==> config.mk <==
export PLATFORM = sky130hd
export DESIGN_NAME = dmf_alu
export DESIGN_NICKNAME = d
export VERILOG_FILES = /design/src/rtl/dmf_pkg.sv /design/src/rtl/dmf_alu.sv
export SDC_FILE = /design/constraint.sdc
export NUM_CORES = 1
export LEC_CHECK = 0
export ABC_AREA = 0
export BUFFER_PORTS_ARGS = -buffer_cell sky130_fd_sc_hd__buf_4
export CAP_MARGIN = 5
export CORE_MARGIN = 1
export CORE_UTILIZATION = 44
export DETAILED_ROUTE_END_ITERATION = 8
export GPL_ROUTABILITY_DRIVEN = 0
export PLACE_DENSITY = 0.77
export SLEW_MARGIN = 30
export SYNTH_ARGS = -nofsm -noshare
export SYNTH_HDL_FRONTEND = slang
export SYNTH_SLANG_ARGS = --single-unit
==> constraint.sdc <==
create_clock -name vclk -period 3.55
set_clock_uncertainty 0.2 [all_clocks]
set_input_delay 0.355 -clock vclk [all_inputs]
set_output_delay 0.355 -clock vclk [all_outputs]
set_load 0.005 [all_outputs]
==> src/rtl/dmf_pkg.sv <==
// ----------------------------------------------------------------------------
// dmf_pkg
// Shared types and constants of the max-flow engine.
// ----------------------------------------------------------------------------
`timescale 1ns / 1ps
`default_nettype none

package dmf_pkg;

   localparam int MaxNodes  = 64;
   localparam int MaxEdges  = 256;
   localparam int ArcSlots  = 2 * MaxEdges;
   localparam int NodeW     = $clog2(MaxNodes);
   localparam int ArcW      = $clog2(ArcSlots) + 1;   // holds the nil marker
   localparam int ArcAw     = ArcW - 1;
   localparam int CapW      = 31;
   localparam int LvlW      = NodeW + 1;
   localparam int SpW       = NodeW + 1;

   localparam logic [ArcW-1:0] ArcNil  = ArcW'(ArcSlots);
   localparam logic [CapW-1:0] CapMax  = {CapW{1'b1}};

   localparam logic [1:0] OpAdd     = 2'd0;
   localparam logic [1:0] OpRestore = 2'd1;
   localparam logic [1:0] OpRun     = 2'd2;

   localparam logic [1:0] StDone     = 2'd0;
   localparam logic [1:0] StSelfLoop = 2'd1;
   localparam logic [1:0] StFull     = 2'd2;

   typedef enum logic [1:0] {
      ALU_ADD = 2'd0,
      ALU_SUB = 2'd1,
      ALU_MIN = 2'd2
   } alu_op_type;

   typedef struct packed {
      alu_op_type  op;
      logic [31:0] a;
      logic [31:0] b;
   } alu_req_type;

   typedef struct packed {
      logic [NodeW-1:0] node;
      logic [ArcW-1:0]  cur;
      logic [CapW-1:0]  f;
      logic [CapW-1:0]  fu;
      logic [LvlW-1:0]  lvl;
   } frame_type;

endpackage

`default_nettype wire

==> src/rtl/dmf_alu.sv <==
// ----------------------------------------------------------------------------
// dmf_alu
// Shared add / subtract / minimum unit used by the sequencer.
// ----------------------------------------------------------------------------
`timescale 1ns / 1ps
`default_nettype none

module dmf_alu (
   input  wire dmf_pkg::alu_req_type req,
   output logic [31:0]               y
);
   import dmf_pkg::*;

   always_comb begin
      unique case (req.op)
         ALU_ADD: y = req.a + req.b;
         ALU_SUB: y = req.a - req.b;
         ALU_MIN: y = (req.a < req.b) ? req.a : req.b;
         default: y = req.a;
      endcase
   end

endmodule

`default_nettype wire

# Word level (Yosys, flattened, before mapping)
# Index checks and enable logic that the tools add are counted.
# Widths: inputs -> output; s select.
# totals
reg_bits	0
output_inout_bits	32
# classes
addsub	2
n_lt_le_gt_ge	1
n_eq_ne	2
muxes	2
n_reduce_logical	1
# op_table
cell	count
$pmux 32 s3	1
$add 32x32->32	1
$lt 32x32->1	1
$mux 32	1
$sub 32x32->32	1
$eq 2x1->1 const B	1
$eq 2x2->1 const B	1
$logic_not 2->1	1

# Logic depth before layout (Yosys ltp)
# Gate-level depths: netlist of the first run.
# logic_depth
ltp_word	3
ltp_mapped	15

# Least setup slack after synthesis of the first run
# Ideal clock, no wire load.
# synth_path
kind	input port to output port
startpoint	input port req[8] (netlist name)
endpoint	output port y[15]
arrival_ps	2867
required_ps	2995
slack_ps	128
cell_stages	12
path_cell_list	inv_1 > ha_1 > buf_2 > nor3_1 > nand2_1 > o311a_4 > o31a_1 > o22ai_1 > mux2_2 > nor4_1 > o21ai_0 > a21oi_1
# synth_between
elab_chain_len	3
word_cells_on_any_way	5
cone_classes	2 x add/sub; 1 x order compare; 2 x mux
# synth_rtl
item	line_no	rtl
start, declared	dmf_alu.sv:9	input wire dmf_pkg::alu_req_type req,
$lt 32x32->1	dmf_alu.sv:18	ALU_MIN: y = (req.a < req.b) ? req.a : req.b;
$mux 32	dmf_alu.sv:18	
$pmux 32 s3 (*)	dmf_alu.sv:15	unique case (req.op)
end, declared	dmf_alu.sv:10	output logic [31:0] y
# Mark *: on every way between the ends. The rest lies on a longest branch, timed or not.

# Worst setup path after layout of the first run
# layout_path
startpoint	input port req[3] (netlist name)
endpoint	output port y[31]
# Same word-level chain as after synthesis.

==> out/metrics.yaml, run 1 <==
numSequentialCells: 0
holdWs_ps: 825
regArea_um2: 0
fillers: 739
multi_input_area_mm2: 0.00456
period_share: 1.01
crit_arrival_ps: 3020
dp_hpwl_um: 11800
status: "finished with violations"
fmax_mhz: 279
synth_nets: 819
die_w_um: 102
finalSetupViolations: 8
grt.total_usage: 0.296
avgSynthCellArea_um2: 6.40
cp_max_fo: 4
pre_cts_ws_ps: -321
dieArea_mm2: 0.0104
critical_path_class: "in2out"
setup_ws_ps: -29.4
ys_seq_area_frac: 0
finalSetupTns_ps: -101
yosysWarnings: 0
max-cap-violations: 0
slew_headroom: 0.486
final_common_cell: "buf_4"
power_leakage_nw: 3.07
port_buffers: 98
top_level_ports: 98
violations: "setup timing"
yosys.cell_types.count: 72
grt_max_degree: 39
finalHoldViolCount: 0
routed_via_density: 6.17
drc: 0
cp_data_required_time_ps: 2990
min_period_ps: 3580
drive_gt1_frac: 0.397
fin_nets: 997
drt_iter0_markers: 685
nClkBuffers: 0
ctsHoldBuffers: 0
grt_setup_unrepaired: "yes"
final_cell_mix: "buf_4 (198), a21oi_1 (88), nand2_1 (55), inv_1 (52), nor2_1 (50)"
hold_class: "in2out"
grt_pass1_vias: 5634
power.total_mw: 1.30
synth_cells: 688
wl_per_cell_um: 17.0
ant_nets: 0
finalWirelength_um: 16900
vias: 6153
start_kind: "input pin"
p_per_area_mw_per_mm2: 194
vdd_drop_max_mv: 0.109
die_h_um: 102
syn_area_mm2: 0.00441
postLayoutCoreUtil: 0.690
drt_first_pass_iters: 5
tightest_slew_ps: 769
initial_core_util: 0.453
syn_to_final_growth_pct: 52.4
num_rows: 36
overflow: 0
grt_antenna_before_repair: 0
grt_pass1_wl_um: 25400
core_area_mm2: 0.00973
critPathCaptureType: "output port"
maxSlewViolCount: 0
antenna_cells: 0
## critical path: stages
cell     delay (ps)
buf_4           130
buf_4           130
ha_2            210
a221o_1         360
a21oi_2         160
o311a_4         230
buf_6           100
o41ai_4          70
a31oi_2         290
o31ai_4          90
a211o_1         320
and3_1          190
o31ai_1         240
buf_4           150
## repair_timing
item	in CTS	in global routing
buffers inserted	10	6
endpoints found under the hold margin	0	0
gates cloned	2	0
setup endpoints to repair	32	32
pin swaps	34	52
resized for setup	71	96
## where the power goes
| part | internal, mW | switching, mW | total [mW] |
|---|---|---|---|
| clock network | 0 | 0 | 0 |
| registers | 0 | 0 | 0 |
| logic | 0.630 | 0.674 | 1.30 |
## cell usage after synthesis (all sizes together) (10+ instances only)
library cell	count	area share
o211ai	13	0.022
a211oi	11	0.021
mux2	14	0.041
mux2i	13	0.030
buf	17	0.023
o21bai	17	0.030
nor2	55	0.047
ha	63	0.18
nor3	13	0.015
nand2	57	0.049
inv	68	0.058
xnor2	15	0.030
a21o	10	0.017
clkbuf	25	0.022
o21ai	69	0.079
a21oi	109	0.12
## metrics by stage
stage	std cells	area, um2
2_1_floorplan	688	4410
3_3_place_gp	980	5880
3_5_place_dp	980	5880
4_1_cts	992	6320
5_1_grt	997	6710
6_report	997	6710
## logic make-up (layout without fill, tap and decap cells)
kind of cell	count (synthesis)	in the layout	synth area share
AND/OR/NAND/NOR	176	178	0.185
AO/OA/AOI/OAI	292	292	0.419
XOR/XNOR	17	17	0.0338
multiplexers	27	27	0.0704
adder cells (fa/ha/maj)	65	65	0.188
buffers and inverters	111	285	0.103
## layer usage
metal,vias to the layer above,track usage,part of all wire
met1,2782,0.394,0.40
met5,-,0,0
met3,95,0.0479,0.11
met4,0,0.0868,0.040
met2,428,0.491,0.45
li1,2848,-,-
## worst paths after layout
path,depth (start not counted),slack [ps],start,endpoint
max,14,-30,req[3],y[31]
min,4,830,req[31],y[31]
## layout make-up
| class | count | share of cell area |
|---|---|---|
| repair buffers | 216 | 0.254 |
| inverters | 69 | 0.0423 |
| well taps | 133 | 0.0248 |
| multi-input cells | 579 | 0.679 |
Note: power is estimated with default switching activity, not from simulation.
==> inputs of run 2 (changes only) <==
--- a/config.mk
+++ b/config.mk
@@ -9,10 +9,10 @@
 export BUFFER_PORTS_ARGS = -buffer_cell sky130_fd_sc_hd__buf_4
 export CAP_MARGIN = 5
 export CORE_MARGIN = 1
-export CORE_UTILIZATION = 44
+export CORE_UTILIZATION = 45
 export DETAILED_ROUTE_END_ITERATION = 8
 export GPL_ROUTABILITY_DRIVEN = 0
-export PLACE_DENSITY = 0.77
+export PLACE_DENSITY = 0.78
 export SLEW_MARGIN = 30
 export SYNTH_ARGS = -nofsm -noshare
 export SYNTH_HDL_FRONTEND = slang
==> run 2 against run 1 <==
The flow still finishes with violations (setup timing). Worst setup slack got worse by 79 ps. Die area is 2.2% lower. Total power up 4.7%. Hold slack improved by 3.1 ps. Via count increased by 4.3%.
==> out/metrics.yaml, run 2 (synthesis gave the netlist of run 1 again) <==
status: "finished with violations"
violations: "setup timing"
grt.total_usage: 0.326  # +0.0300
initial_core_util: 0.470  # +0.0173
pre_cts_ws_ps: -377  # -55.5 ps
cp_data_required_time_ps: 2990  # about the same
grt-busiest-layer: "met2"
critical_path_class: "in2out"
die_h_um: 101  # -1.1%
overflow: 0  # unchanged
power_leakage_nw: 3.12  # +1.7%
grt_pass1_wl_um: 27600  # +8.7%
top_level_ports: 98  # unchanged
vdd_drop_max_mv: 0.104  # -5.2%
holdWs_ps: 829  # +3.12 ps
regArea_um2: 0  # unchanged
drive_gt1_frac: 0.420  # +0.0227
power.total_mw: 1.37  # +4.7%
maxSlewViolCount: 0  # unchanged
period_share: 1.03  # +0.0224
finalSetupViolations: 9  # +1
core_area_mm2: 0.00937  # -3.7%
start_kind: "input pin"
hold_class: "in2out"
grt_antenna_before_repair: 0  # unchanged
final_cell_mix: "buf_4 (207), a21oi_1 (90), inv_1 (52), nor2_1 (50), nand2_1 (46)"
finalWirelength_um: 18700  # +10%
cp_max_fo: 6  # +2
crit_arrival_ps: 3100  # +80 ps
num_rows: 35  # -2.8%
globalRouteMet2Util: 0.581  # +0.0902
finalHoldViolCount: 0  # unchanged
ant_nets: 0  # unchanged
grt_pass1_vias: 6120  # +8.6%
final_common_cell: "buf_4"
wl_per_cell_um: 18.7  # +9.9%
critPathCaptureType: "output port"
slew_headroom: 0.371  # -0.115
fmax_mhz: 273  # -2.2%
die_w_um: 101  # -1.1%
grt_setup_unrepaired: "yes"
dieArea_mm2: 0.0102  # -2.2%
syn_to_final_growth_pct: 56.2
critPathLaunch: "req[13]"
met3_usage: 0.0277  # -0.0201
port_buffers: 98  # unchanged
p_per_area_mw_per_mm2: 198  # +2.1%
finalSetupTns_ps: -346  # -245 ps
min_period_ps: 3660  # +79.4 ps
fillers: 692  # -6.4%
drt_first_pass_iters: 8  # +3
drc: 0  # unchanged
fin_nets: 1005  # +0.80%
setup_ws_ps: -109  # -79.4 ps
grt_max_degree: 35  # -10%
max-cap-violations: 0  # unchanged
antenna_cells: 0  # unchanged
dp_hpwl_um: 12200  # +3.8%
nClkBuffers: 0  # unchanged
met1_usage: 0.394  # -0.000475
worstSetupEndpoint: "y[20]"
vias: 6416  # +4.3%
postLayoutCoreUtil: 0.734  # +0.0444
drt_iter0_markers: 684  # -0.15%
tightest_slew_ps: 943  # +174 ps
numSequentialCells: 0  # unchanged
routed_via_density: 6.41  # +3.9%
run 2: changes by cell type in the layout (fill, tap and decap cells not counted), moves of 3 or more:
cell     change
buf_6        -5
o21ai_1      -8
nand2_1      -9
o21ai_2      +5
mux2_4       -4
o21ai_0      +3
inv_4        -3
inv_2        +4
buf_8        +4
buf_4        +9
mux2_2       +4
nand2_2      +9
run 2: worst min-delay path by stage:
stage               depth (start not counted)  endpoint  slack (ps)  startpoint
finish                                      4     y[31]         830     req[31]
global route                                4     y[31]         860     req[31]
CTS                                         4     y[31]         820     req[31]
detailed placement                          4     y[31]         820     req[31]
global placement                            4     y[31]         820     req[31]
floorplan                                   2     y[31]         630     req[31]
run 2: routing by layer:
metal,routed length [um],vias up
met5,0,-
met3,1840,146
met1,6790,2875
met2,8860,530
met4,1190,0
li1,-,2865
run 2: stage by stage:
step	std cells	area, um2
floorplan	688	4410
global placement	982	5950
detailed placement	982	5950
CTS	990	6450
global route	1001	6880
finish	1001	6880
run 2: layout make-up:
| type | instances | area (um2) | share of cell area |
|---|---|---|---|
| repair buffers | 226 | 1820 | 0.265 |
| well taps | 129 | 161 | 0.0235 |
| inverters | 69 | 269 | 0.0391 |
| multi-input cells | 577 | 4630 | 0.672 |
run 2: what timing repair did:
action | in CTS | in global routing
endpoints found under the setup margin | 31 | 31
hold buffers | 0 | 0
buffers inserted | 8 | 10
pin swaps | 38 | 45
gates cloned | 1 | 1
gates resized for setup | 87 | 86
run 2: report_power, final:
group          total [mW]  internal (mW)  leakage (nW)  switching [mW]
Clock                   0              0             0               0
Sequential              0              0             0               0
Combinational        1.37          0.654          3.12           0.711
run 2: critical path, stage by stage:
cell and delay, ps:
buf_4 90, inv_1 40, ha_1 300, buf_4 170, a21oi_1 260, o21ai_1 170
o21ai_0 240, a21oi_2 90, buf_4 150, buf_4 130, or3_1 360, a21oi_1 170
mux2i_1 100, xnor2_1 250, o21ai_2 70, buf_4 140
==> inputs of run 3 (changes only) <==
==> constraint.sdc (replaced) <==
create_clock -name vclk -period 4.35
set_clock_uncertainty 0.2 [all_clocks]
set_input_delay 0.435 -clock vclk [all_inputs]
set_output_delay 0.435 -clock vclk [all_outputs]
set_load 0.005 [all_outputs]
==> run 3 against run 2 <==
The flow now finishes without violations. Count of clock-buffer cells in the layout unchanged. Combinational power fell by 43%. Sequential share of layout area unchanged. Cell area is 25% lower. Utilization fell by 19 points. Non-clock buffer count decreased by 124. Final cell count shrank 12%. Critical path type unchanged.
==> out/metrics.yaml, run 3 (synthesis gave the netlist of run 1 again) <==
period_share: 0.957
grt_pass1_wl_um: 22300  # -19%
power.switching_uw: 432  # -39%
tightest_slew_ps: 682  # -261 ps
cts-resized-gates: 0  # -100%
overflow: 0  # unchanged
grt_antenna_before_repair: 0  # unchanged
top_layer_used: "met4"
grt_setup_unrepaired: "no"
finalSetupTns_ps: 0  # +346 ps
top_level_ports: 98  # unchanged
wl_met1_um: 5980  # -12%
wl_met3_um: 962  # -48%
nClkBuffers: 0  # unchanged
grt_pass1_vias: 5049  # -18%
wl_met2_um: 6380  # -28%
critPathCaptureType: "output port"
status: "finished clean"
ant_nets: 0  # unchanged
min_period_ps: 4160
critical_path_class: "in2out"
final_cell_mix: "a21oi_1 (108), buf_4 (102), inv_1 (66), ha_1 (63), nand2_1 (57)"
cp_data_required_time_ps: 3710  # +720 ps
dp_hpwl_um: 10600  # -13%
cp_max_fo: 9  # +3
fmax_mhz: 240
swShare: 0.558  # +0.0368
core_area_mm2: 0.00937  # unchanged
finalSetupViolations: 0  # -9
critPathLaunch: "req[6]"
drt_first_pass_iters: 5  # -3
ctsHoldBuffers: 0  # unchanged
vias: 5354  # -17%
power.total_uw: 775  # -43%
die_w_um: 101  # unchanged
post_cts_buffers: 0  # -8
die_h_um: 101  # unchanged
antenna_cells: 0  # unchanged
postLayoutCoreUtil: 0.548  # -0.186
seqPwrFrac: 0  # unchanged
wl_per_cell_um: 15.5  # -17%
start_kind: "input pin"
grt_max_degree: 66  # +89%
holdCritStartpoint: "req[31]"
syn_to_final_growth_pct: 16.6
regArea_um2: 0  # unchanged
dieArea_mm2: 0.0102  # unchanged
initial_core_util: 0.470  # unchanged
final_common_cell: "a21oi_1"
drc: 0  # unchanged
holdWs_ps: 1020  # +188 ps
hold_depth: 4  # unchanged
finalHoldViolCount: 0  # unchanged
crit_arrival_ps: 3530  # +430 ps
p_comb_frac: 1.000  # about the same
num_rows: 35  # unchanged
max-cap-violations: 0  # unchanged
port_buffers: 98  # unchanged
fin_nets: 881  # -12%
placed_area_mm2: 0.00514  # -14%
routed_via_density: 6.10  # -4.8%
hold_class: "in2out"
finalInstanceArea_mm2: 0.00514  # -25%
slew_headroom: 0.545  # +0.175
vdd_drop_max_mv: 0.0650  # -37%
numSequentialCells: 0  # unchanged
drive_gt1_frac: 0.178  # -0.242
maxSlewViolCount: 0  # unchanged
pwr-share-clk: 0  # unchanged
finalWirelength_um: 13600  # -27%
power_leakage_nw: 2.41  # -23%
drt_iter0_markers: 342  # -50%
grt.total_usage: 0.258  # -0.0688
intPower_uw: 342  # -48%
p_per_area_mw_per_mm2: 151  # -24%
-- run 3: cell count changes in the layout (fill, tap and decap cells not counted), sizes merged --
cell  delta
buf    -124
-- run 3: layout make-up --
cell class | instances | area, um2
multi-input cells | 577 | 3950
fillers | 959 | 4240
inverters | 69 | 259
repair buffers | 102 | 766
well taps | 129 | 161
-- run 3: power groups by stage --
stage / clock network [mW] / registers, mW / logic, mW
finish: 0 / 0 / 0.775
detailed placement: 0 / 0 / 0.761
global route: 0 / 0 / 0.850
global placement: 0 / 0 / 0.746
floorplan: 0 / 0 / 0.513
CTS: 0 / 0 / 0.765
-- run 3: per-layer routing --
layer / global-route usage / vias up
met1: 0.335 / 2438
met4: 0.0702 / 0
li1: - / 2612
met3: 0.0118 / 28
met5: 0 / -
met2: 0.461 / 276
-- run 3: worst paths after layout --
path / end / slack [ps]
worst max-delay path: y[31] / 190
worst min-delay path: y[31] / 1020
-- run 3: critical path: stages --
cell and delay, ps:
buf_4 90, inv_1 40, ha_1 390, nor2b_1 320, o211ai_1 140, a211o_1 330
o311a_4 160, o41ai_4 330, a31oi_1 200, o31ai_2 350, a211o_1 200, a21oi_1 70
o31ai_1 280, buf_4 170
-- run 3: through the flow --
| step | instances | worst slack (ps) |
|---|---|---|
| 6_report | 877 | 189 |
| 3_5_place_dp | 877 | 270 |
| 2_1_floorplan | 688 | 768 |
| 5_1_grt | 877 | 46.2 |
| 4_1_cts | 877 | 272 |
| 3_3_place_gp | 877 | 338 |
